`src/rtl/core/sliding_window_max_unit_macros.svh`:
```
// ----------------------------------------------------------------------------
// sliding window max unit assertion macros
// concurrent assertion wrappers, compiled out when ASSERT_OFF is defined
// ----------------------------------------------------------------------------
`ifndef SLIDING_WINDOW_MAX_UNIT_MACROS_SVH
`define SLIDING_WINDOW_MAX_UNIT_MACROS_SVH

`ifndef ASSERT_OFF
// checked from reset release onwards
`define SWMU_ASSERT(lbl, prop, msg) \
    lbl: assert property (@(posedge clk) disable iff (!rst_n) prop) else $error(msg);
// checked on every edge, reset included
`define SWMU_ASSERT_ALWAYS(lbl, prop, msg) \
    lbl: assert property (@(posedge clk) prop) else $error(msg);
`else
`define SWMU_ASSERT(lbl, prop, msg)
`define SWMU_ASSERT_ALWAYS(lbl, prop, msg)
`endif

`endif

```
`src/rtl/core/swm_pkg.sv`:
```
// ----------------------------------------------------------------------------
// sliding window max package
// shared constants and the deque memory command struct
// ----------------------------------------------------------------------------
package swm_pkg;

    localparam int WINDOW_MAX_DEF  = 64;
    localparam int SAMPLE_BITS_DEF = 16;
    localparam int POS_W           = 16;
    localparam int CFG_W           = 7;

    localparam logic [CFG_W-1:0] WINDOW_RST = 7'd3;

    typedef struct packed {
        logic rd_back;
        logic rd_front;
        logic wr;
    } swm_mem_ctl_t;

endpackage

```
`src/rtl/core/swm_store.sv`:
```
// ----------------------------------------------------------------------------
// sliding window max deque store
// value and position memories of the ring deque, one write port, registered
// reads: back value, value after the head and position at the head
// ----------------------------------------------------------------------------
module swm_store #(
    parameter int WINDOW_MAX  = swm_pkg::WINDOW_MAX_DEF,
    parameter int SAMPLE_BITS = swm_pkg::SAMPLE_BITS_DEF,
    parameter int PTR_W       = (WINDOW_MAX > 1) ? $clog2(WINDOW_MAX) : 1
) (
    input  logic                       clk,
    input  swm_pkg::swm_mem_ctl_t      ctl,
    input  logic [PTR_W-1:0]           back_addr,
    input  logic [PTR_W-1:0]           head_addr,
    input  logic [PTR_W-1:0]           next_addr,
    input  logic [PTR_W-1:0]           wr_addr,
    input  logic [SAMPLE_BITS-1:0]     wr_val,
    input  logic [swm_pkg::POS_W-1:0]  wr_pos,
    output logic [SAMPLE_BITS-1:0]     back_val,
    output logic [SAMPLE_BITS-1:0]     next_val,
    output logic [swm_pkg::POS_W-1:0]  head_pos
);
    import swm_pkg::*;

    logic [SAMPLE_BITS-1:0] val_mem [WINDOW_MAX];
    logic [POS_W-1:0]       pos_mem [WINDOW_MAX];

    logic [SAMPLE_BITS-1:0] back_val_reg;
    logic [SAMPLE_BITS-1:0] next_val_reg;
    logic [POS_W-1:0]       head_pos_reg;

    always_ff @(posedge clk)
    begin
        if (ctl.wr)
        begin
            val_mem[wr_addr] <= wr_val;
            pos_mem[wr_addr] <= wr_pos;
        end
        if (ctl.rd_back)
        begin
            back_val_reg <= val_mem[back_addr];
        end
        if (ctl.rd_front)
        begin
            next_val_reg <= val_mem[next_addr];
            head_pos_reg <= pos_mem[head_addr];
        end
    end

    assign back_val = back_val_reg;
    assign next_val = next_val_reg;
    assign head_pos = head_pos_reg;

endmodule

```
`src/rtl/core/swm_ctrl.sv`:
```
// ----------------------------------------------------------------------------
// sliding window max sequencer
// ring pointers, counts and the per-item scan over the deque store
// ----------------------------------------------------------------------------
`include "sliding_window_max_unit_macros.svh"

module swm_ctrl #(
    parameter int WINDOW_MAX  = swm_pkg::WINDOW_MAX_DEF,
    parameter int SAMPLE_BITS = swm_pkg::SAMPLE_BITS_DEF,
    parameter int PTR_W       = (WINDOW_MAX > 1) ? $clog2(WINDOW_MAX) : 1,
    parameter int KW          = ($clog2(WINDOW_MAX + 1) > swm_pkg::CFG_W) ?
                                $clog2(WINDOW_MAX + 1) : swm_pkg::CFG_W
) (
    input  logic                          clk,
    input  logic                          rst_n,
    input  logic                          cfg_write,
    input  logic [KW-1:0]                 k_len,
    input  logic                          sample_valid,
    output logic                          sample_stall,
    input  logic signed [SAMPLE_BITS-1:0] sample,
    input  logic                          restart,
    input  logic                          out_free,
    output logic                          res_valid,
    output logic [SAMPLE_BITS-1:0]        res_value,
    output swm_pkg::swm_mem_ctl_t         mem_ctl,
    output logic [PTR_W-1:0]              back_addr,
    output logic [PTR_W-1:0]              head_addr,
    output logic [PTR_W-1:0]              next_addr,
    output logic [PTR_W-1:0]              wr_addr,
    output logic [SAMPLE_BITS-1:0]        wr_val,
    output logic [swm_pkg::POS_W-1:0]     wr_pos,
    input  logic [SAMPLE_BITS-1:0]        back_val,
    input  logic [SAMPLE_BITS-1:0]        next_val,
    input  logic [swm_pkg::POS_W-1:0]     head_pos
);
    import swm_pkg::*;

    localparam int CNT_W = $clog2(WINDOW_MAX + 1);

    typedef enum logic [1:0] {
        ST_IDLE = 2'b01,
        ST_SCAN = 2'b10
    } swm_state_t;

    function automatic logic [PTR_W-1:0] ring_next(input logic [PTR_W-1:0] p);
        return (p == PTR_W'(WINDOW_MAX - 1)) ? '0 : p + 1'b1;
    endfunction

    function automatic logic [PTR_W-1:0] ring_prev(input logic [PTR_W-1:0] p);
        return (p == '0) ? PTR_W'(WINDOW_MAX - 1) : p - 1'b1;
    endfunction

    swm_state_t                    state_reg, state_next;
    logic [PTR_W-1:0]              head_reg, head_next;
    logic [PTR_W-1:0]              tail_reg, tail_next;
    logic [CNT_W-1:0]              occ_reg, occ_next;
    logic [CNT_W-1:0]              filled_reg, filled_next;
    logic [POS_W-1:0]              pos_reg, pos_next;
    logic signed [SAMPLE_BITS-1:0] sample_reg, sample_next;
    logic                          first_reg, first_next;
    logic                          moved_reg, moved_next;
    logic [SAMPLE_BITS-1:0]        front_reg, front_next;

    logic                          accept;
    logic [POS_W-1:0]              age;
    logic                          expired;
    logic [CNT_W-1:0]              occ_a;
    logic [PTR_W-1:0]              head_a;
    logic [PTR_W-1:0]              tail_prev;
    logic                          pop;
    logic                          finish;
    logic                          full;
    logic [CNT_W-1:0]              filled_inc;
    logic [SAMPLE_BITS-1:0]        front_new;

    assign sample_stall = (state_reg != ST_IDLE);
    assign accept       = sample_valid && !sample_stall;

    assign age       = pos_reg - head_pos;
    assign expired   = first_reg && (occ_reg != '0) && (age >= POS_W'(k_len));
    assign occ_a     = occ_reg - CNT_W'(expired);
    assign head_a    = expired ? ring_next(head_reg) : head_reg;
    assign tail_prev = ring_prev(tail_reg);
    assign pop       = (state_reg == ST_SCAN) && (occ_a != '0) &&
                       ($signed(back_val) <= sample_reg);
    assign finish    = (state_reg == ST_SCAN) && !pop && out_free;
    assign full      = (occ_a == CNT_W'(WINDOW_MAX));

    assign filled_inc = (KW'(filled_reg) < k_len) ? filled_reg + 1'b1 : filled_reg;
    assign front_new  = (occ_a == '0) ? sample_reg :
                        ((expired || moved_reg) ? next_val : front_reg);

    assign head_addr = head_reg;
    assign next_addr = ring_next(head_reg);
    assign wr_addr   = tail_reg;
    assign wr_val    = sample_reg;
    assign wr_pos    = pos_reg;
    assign res_value = front_new;
    assign res_valid = finish && (KW'(filled_inc) >= k_len);

    always_comb
    begin
        state_next  = state_reg;
        head_next   = head_reg;
        tail_next   = tail_reg;
        occ_next    = occ_reg;
        filled_next = filled_reg;
        pos_next    = pos_reg;
        sample_next = sample_reg;
        first_next  = first_reg;
        moved_next  = moved_reg;
        front_next  = front_reg;
        mem_ctl     = '0;
        back_addr   = tail_prev;

        unique case (state_reg)
            ST_IDLE:
            begin
                if (accept)
                begin
                    sample_next      = sample;
                    first_next       = 1'b1;
                    moved_next       = 1'b0;
                    mem_ctl.rd_back  = 1'b1;
                    mem_ctl.rd_front = 1'b1;
                    state_next       = ST_SCAN;
                    if (restart)
                    begin
                        head_next   = '0;
                        tail_next   = '0;
                        occ_next    = '0;
                        pos_next    = '0;
                        filled_next = '0;
                    end
                end
            end
            ST_SCAN:
            begin
                if (pop)
                begin
                    // drop the back entry and fetch the one before it
                    tail_next       = tail_prev;
                    occ_next        = occ_a - 1'b1;
                    head_next       = head_a;
                    first_next      = 1'b0;
                    moved_next      = moved_reg || expired;
                    mem_ctl.rd_back = 1'b1;
                    back_addr       = ring_prev(tail_prev);
                end
                else if (finish)
                begin
                    mem_ctl.wr  = !full;
                    tail_next   = full ? tail_reg : ring_next(tail_reg);
                    occ_next    = full ? occ_a : occ_a + 1'b1;
                    head_next   = head_a;
                    front_next  = front_new;
                    pos_next    = pos_reg + 1'b1;
                    filled_next = filled_inc;
                    first_next  = 1'b0;
                    state_next  = ST_IDLE;
                end
            end
            default:
            begin
                state_next = ST_IDLE;
            end
        endcase

        if (cfg_write)
        begin
            head_next   = '0;
            tail_next   = '0;
            occ_next    = '0;
            pos_next    = '0;
            filled_next = '0;
        end
    end

    always_ff @(posedge clk or negedge rst_n)
    begin
        if (!rst_n)
        begin
            state_reg  <= ST_IDLE;
            head_reg   <= '0;
            tail_reg   <= '0;
            occ_reg    <= '0;
            filled_reg <= '0;
            pos_reg    <= '0;
            first_reg  <= 1'b0;
            moved_reg  <= 1'b0;
        end
        else
        begin
            state_reg  <= state_next;
            head_reg   <= head_next;
            tail_reg   <= tail_next;
            occ_reg    <= occ_next;
            filled_reg <= filled_next;
            pos_reg    <= pos_next;
            first_reg  <= first_next;
            moved_reg  <= moved_next;
        end
    end

    always_ff @(posedge clk)
    begin
        sample_reg <= sample_next;
        front_reg  <= front_next;
    end

    `SWMU_ASSERT_ALWAYS(a_occ_bound, !rst_n || (occ_reg <= CNT_W'(WINDOW_MAX)), "occupancy overflow")
    `SWMU_ASSERT_ALWAYS(a_fill_bound, !rst_n || (filled_reg <= CNT_W'(WINDOW_MAX)), "fill overflow")
    `SWMU_ASSERT(a_accept_scan, accept |=> (state_reg == ST_SCAN), "accepted item not scanned")
    `SWMU_ASSERT(a_done_nonempty, (finish && !cfg_write) |=> (occ_reg != '0), "deque empty after append")
    `SWMU_ASSERT(a_result_in_scan, res_valid |-> (state_reg == ST_SCAN), "result outside scan")

endmodule

```
`src/rtl/core/sliding_window_max_unit.sv`:
```
// ----------------------------------------------------------------------------
// sliding window max unit
// Gives the largest signed sample of the last window_length samples, kept in
// a monotonic deque held in two single-write memories (values and positions).
// An item is taken while idle and then scanned; the scan drops deque entries
// from the back, as the back of the deque is read one entry per cycle through
// one memory read port, and every sample is dropped at most once. The scan
// ends once no back entry is dropped and the output register is free. No result
// is given until window_length samples of the current sequence have arrived.
// restart, or a write of window_length, begins a new sequence. window_length
// 0 acts as 1 and values above WINDOW_MAX act as WINDOW_MAX. The result sits
// in an output register, so the next item is taken while it waits.
// ----------------------------------------------------------------------------
module sliding_window_max_unit #(
    parameter int WINDOW_MAX  = swm_pkg::WINDOW_MAX_DEF,
    parameter int SAMPLE_BITS = swm_pkg::SAMPLE_BITS_DEF
) (
    input  logic                          clk,
    input  logic                          rst_n,
    input  logic                          cfg_write,
    input  logic [swm_pkg::CFG_W-1:0]     cfg_data,
    input  logic                          sample_valid,
    output logic                          sample_stall,
    input  logic signed [SAMPLE_BITS-1:0] sample,
    input  logic                          restart,
    output logic                          result_valid,
    input  logic                          result_stall,
    output logic signed [SAMPLE_BITS-1:0] window_max
);
    import swm_pkg::*;

    localparam int PTR_W = (WINDOW_MAX > 1) ? $clog2(WINDOW_MAX) : 1;
    localparam int CNT_W = $clog2(WINDOW_MAX + 1);
    localparam int KW    = (CNT_W > CFG_W) ? CNT_W : CFG_W;

    logic [CFG_W-1:0]              window_length_reg;
    logic [KW-1:0]                 wl_ext;
    logic [KW-1:0]                 k_len;

    logic                          out_valid_reg, out_valid_next;
    logic signed [SAMPLE_BITS-1:0] window_max_reg;
    logic                          out_free;
    logic                          res_valid;
    logic [SAMPLE_BITS-1:0]        res_value;

    swm_mem_ctl_t                  mem_ctl;
    logic [PTR_W-1:0]              back_addr;
    logic [PTR_W-1:0]              head_addr;
    logic [PTR_W-1:0]              next_addr;
    logic [PTR_W-1:0]              wr_addr;
    logic [SAMPLE_BITS-1:0]        wr_val;
    logic [POS_W-1:0]              wr_pos;
    logic [SAMPLE_BITS-1:0]        back_val;
    logic [SAMPLE_BITS-1:0]        next_val;
    logic [POS_W-1:0]              head_pos;

    always_ff @(posedge clk or negedge rst_n)
    begin
        if (!rst_n)
        begin
            window_length_reg <= WINDOW_RST;
        end
        else if (cfg_write)
        begin
            window_length_reg <= cfg_data;
        end
    end

    // clamp to 1..WINDOW_MAX
    assign wl_ext = KW'(window_length_reg);
    assign k_len  = (wl_ext == '0) ? KW'(1) :
                    ((wl_ext > KW'(WINDOW_MAX)) ? KW'(WINDOW_MAX) : wl_ext);

    assign out_free       = !out_valid_reg || !result_stall;
    assign out_valid_next = res_valid || (out_valid_reg && result_stall);

    always_ff @(posedge clk or negedge rst_n)
    begin
        if (!rst_n)
        begin
            out_valid_reg <= 1'b0;
        end
        else
        begin
            out_valid_reg <= out_valid_next;
        end
    end

    always_ff @(posedge clk)
    begin
        if (res_valid)
        begin
            window_max_reg <= $signed(res_value);
        end
    end

    assign result_valid = out_valid_reg;
    assign window_max   = window_max_reg;

    swm_ctrl #(
        .WINDOW_MAX  (WINDOW_MAX),
        .SAMPLE_BITS (SAMPLE_BITS),
        .PTR_W       (PTR_W),
        .KW          (KW)
    ) u_ctrl (
        .clk          (clk),
        .rst_n        (rst_n),
        .cfg_write    (cfg_write),
        .k_len        (k_len),
        .sample_valid (sample_valid),
        .sample_stall (sample_stall),
        .sample       (sample),
        .restart      (restart),
        .out_free     (out_free),
        .res_valid    (res_valid),
        .res_value    (res_value),
        .mem_ctl      (mem_ctl),
        .back_addr    (back_addr),
        .head_addr    (head_addr),
        .next_addr    (next_addr),
        .wr_addr      (wr_addr),
        .wr_val       (wr_val),
        .wr_pos       (wr_pos),
        .back_val     (back_val),
        .next_val     (next_val),
        .head_pos     (head_pos)
    );

    swm_store #(
        .WINDOW_MAX  (WINDOW_MAX),
        .SAMPLE_BITS (SAMPLE_BITS),
        .PTR_W       (PTR_W)
    ) u_store (
        .clk       (clk),
        .ctl       (mem_ctl),
        .back_addr (back_addr),
        .head_addr (head_addr),
        .next_addr (next_addr),
        .wr_addr   (wr_addr),
        .wr_val    (wr_val),
        .wr_pos    (wr_pos),
        .back_val  (back_val),
        .next_val  (next_val),
        .head_pos  (head_pos)
    );

endmodule

```
`config.mk`:
```
export PLATFORM = sky130hd
export DESIGN_NAME = sliding_window_max_unit
export DESIGN_NICKNAME = d
export VERILOG_FILES = /design/src/rtl/core/swm_pkg.sv /design/src/rtl/core/swm_store.sv /design/src/rtl/core/swm_ctrl.sv /design/src/rtl/core/sliding_window_max_unit.sv
export VERILOG_INCLUDE_DIRS = /design/src /design/src/rtl/core
export SDC_FILE = /design/constraint.sdc
export NUM_CORES = 2
export LEC_CHECK = 0
export ABC_CLOCK_PERIOD_IN_PS = 9400
export BUFFER_PORTS_ARGS = -buffer_cell sky130_fd_sc_hd__buf_2
export CORE_MARGIN = 5
export CORE_UTILIZATION = 57
export DETAILED_ROUTE_END_ITERATION = 7
export GPL_ROUTABILITY_DRIVEN = 0
export PLACE_DENSITY_LB_ADDON = 0.1
export SYNTH_ARGS = -nofsm -noshare
export SYNTH_HDL_FRONTEND = slang
export SYNTH_HIERARCHICAL = 1
export SYNTH_SLANG_ARGS = --single-unit
export TNS_END_PERCENT = 50
```
`constraint.sdc`:
```
create_clock -name clk -period 9.4 [get_ports clk]
set_clock_uncertainty 0.1 [all_clocks]
set_input_delay 0.94 -clock clk [delete_from_list [all_inputs] [get_ports clk]]
set_output_delay 0.94 -clock clk [all_outputs]
set_load 0.005 [all_outputs]
```
==> impl_metrics.ini <==
[clock_network]
path_clk_slew_ps = 60
cts.sink_count = 2198
cts_setup_buffers = 0
root_buffer = clkbuf_16
hold_buffers = 0
htreeDepth = 4
clock_tree.buffer_depth = 3
cts_resized = 0
cts_tree = built
cts_buffers = 219
insertion_delay_ps = 850

[synthesis]
synth_fa_ha_area_share_pct = 0.875
synth_nets = 4835
synth_ff_type = edfxtp_1
synth_xor_area_share_pct = 0.303
syn_inst = 4740
synth_top_family_by_area = multiplexers
synth_top_area_share_pct = 67.6
synth-simple-area-share_pct = 2.84
synth.distinct_cells = 100
synthArstFlopShare_pct = 2.46
synthTopCellsByArea = edfxtp_1, mux4_2, mux2i_1, dfrtp_1, a22oi_1
yosysWarnings = 6
yosysTopAreaCell = edfxtp_1
synthMuxAreaShare_pct = 21.2
avgSynthCellArea_sq_um = 20.1
syn_area_sq_mm = 0.0953
synth-edff-count = 2144
synth_compound_area_share_pct = 3.78
yosysSeqAreaShare_pct = 69.0
ys_seq_elements = 2198

[routing]
firstDrtPassIters = 5
wl_per_cell_microns = 36.6
antenna_left = 0
viasPerCell = 7.04
vias = 51600
drc = 0
routed_wl_microns = 268000
drt_iter0_markers = 6578

[timing]
worstMarginPinSlew_ps = 1390
max_slew_margin_pct = 7.33
period_needed_ps = 8710
hold_violations = 0
finalCritPeriodShare_pct = 92.7
setup_viol = 0
drv_slew = 0
finalSetupTns_ps = 0
fmax_mhz = 115
grt_setup_unrepaired = no

[power_and_ir_drop]
switching_share_pct = 26.1
power_switching_mw = 6.32
total_power_mw = 24.2
powerDensity_mw_per_mm2 = 227
ir_drop_uv = 264
p_int_mw = 17.9
power_frac_clock_pct = 36.2
p_leak_nw = 35.1
seqPwrFrac_pct = 46.8
power_frac_comb_pct = 16.9

[worst_setup_path]
slowest_delay_ps = 610
crit_path_frequent_cell = ha_1
crit_required_ps = 9890
cp-start-kind = flop
rrSetupSlack_ps = 690
path_max_fanout = 43
setup.worst_path.class = flop to flop
cpMaxStageDelayCell = mux2i_1
arrival_ps = 9200
r2r_cells = 32
r2r_end = u_store/back_val[15]
reg2reg_from = u_ctrl/wr_pos[0]
endpoint_kind = flop

[floorplanning]
coreArea_sq_mm = 0.167
start_util_pct = 57.2
ios = 47
dieArea_sq_mm = 0.175
fp.dieW_microns = 419
rows = 150
die_h_microns = 419

[cells_and_area]
fin_nets = 5019
mostFrequentLayoutCells = edfxtp_1, mux4_2, mux2i_1
nFillCells = 11200
drive_gt1_share_pct = 29.7
multi_input_area_sq_mm = 0.0282
syn_to_final_growth_pct = 11.9
final_common_cell = edfxtp_1
reg.largest.list = u_store/pos_mem x1024, u_store/val_mem x1024
regArea_sq_mm = 0.0658

[global_route]
grt_start_max_net_pins = 110
first_global_vias = 51000
grtUsageTotal_pct = 30.8
grt-ovfl-total = 0
antenna_found_initial = 7
grt_pass1_wl_microns = 382000

[placement]
dpl.hpwl_microns = 164000
port_buffers = 46

[worst_hold_path]
hp-class = input pin to asynchronous set/reset pin

[flow_run]
max-cap-violations = 0

[status]
status = complete, no violations
## synthesized netlist by cell type, drive strengths merged, types with 26 or more instances
cell type / instances
edfxtp: 2144
mux4: 748
mux2i: 283
buf: 206
nor2: 165
a22oi: 131
clkbuf: 92
o22ai: 90
nand2: 71
inv: 66
ha: 65
a21oi: 60
nand3: 58
dfrtp: 51
o21ai: 47
mux2: 43
a22o: 38
nor2b: 32
nor3: 27
a221oi: 26
## metal layers
metal | part of all wire (%) | routed length [microns] | track usage, %
met5 | 0.0048 | 13 | 0
met4 | 4.8 | 12800 | 12.9
met3 | 8.6 | 23100 | 5.35
met2 | 48 | 130000 | 49.3
met1 | 38 | 102000 | 42.8
## stage by stage
step | instances | util, % | cell area [sq um] | worst slack, ps | hold WS [ps]
2_1_floorplan | 4740 | - | 95300 | 541 | 379
3_3_place_gp | 6907 | 59.6 | 99400 | 934 | 399
3_5_place_dp | 6907 | 59.6 | 99400 | 797 | 405
4_1_cts | 7318 | 64.0 | 107000 | 765 | 118
5_1_grt | 7318 | 64.0 | 107000 | 160 | 136
6_report | 7326 | 64.0 | 107000 | 686 | 136
## power groups by stage
stage	sequential, mW	combinational (mW)	clock, mW
2_1_floorplan	11.6	2.72	0
3_5_place_dp	11.6	4.07	0
4_1_cts	11.3	4.09	8.89
3_3_place_gp	11.6	4.02	0
6_report	11.4	4.10	8.77
5_1_grt	11.4	4.37	9.36
## worst max-delay path, delay by kind of cell (launching register included)
| family | cells | cell delay, ps |
|---|---|---|
| and+or+nand+nor | 14 | 2960 |
| adders and majority gates | 5 | 1290 |
| xor gates and xnor gates | 2 | 380 |
| muxes | 2 | 1160 |
| AOI/OAI and AO/OA | 6 | 1640 |
| buffers and inverters | 3 | 550 |
| DFF | 1 | 350 |
## how the worst max path moves through the flow
stage / slack, ps / end / cells after the start / startpoint
floorplan: 540 / u_store/pos_mem[29][0] / 30 / u_ctrl/wr_pos[0]
global placement: 930 / u_store/back_val[15] / 32 / u_ctrl/wr_pos[0]
detailed placement: 800 / u_store/back_val[15] / 32 / u_ctrl/wr_pos[0]
CTS: 760 / u_store/back_val[15] / 32 / u_ctrl/wr_pos[0]
global route: 160 / u_store/pos_mem[17][13] / 31 / u_ctrl/wr_pos[0]
finish: 690 / u_store/back_val[15] / 32 / u_ctrl/wr_pos[0]
## layout make-up
cell class                 instances  area share, %
clock buffer                     269           5.42
timing repair buffer             261           2.23
clock inverter                   142           1.36
multi-input combinational       2177           26.5
sequential                      2198           61.7
tap                             2204           2.59
inverter                          67          0.236
antenna                            8         0.0188
## cell families (layout without fill, tap and decap cells)
| kind of cell | after synthesis | count (layout) |
|---|---|---|
| other | 0 | 8 |
| adders and majority gates | 66 | 66 |
| AOI/OAI and AO/OA | 494 | 494 |
| xor gates and xnor gates | 33 | 33 |
| and+or+nand+nor | 510 | 510 |
| DFF | 2198 | 2198 |
| muxes | 1074 | 1074 |
| buffers and inverters | 365 | 739 |
No activity file was read; power rests on OpenSTA's default activity.
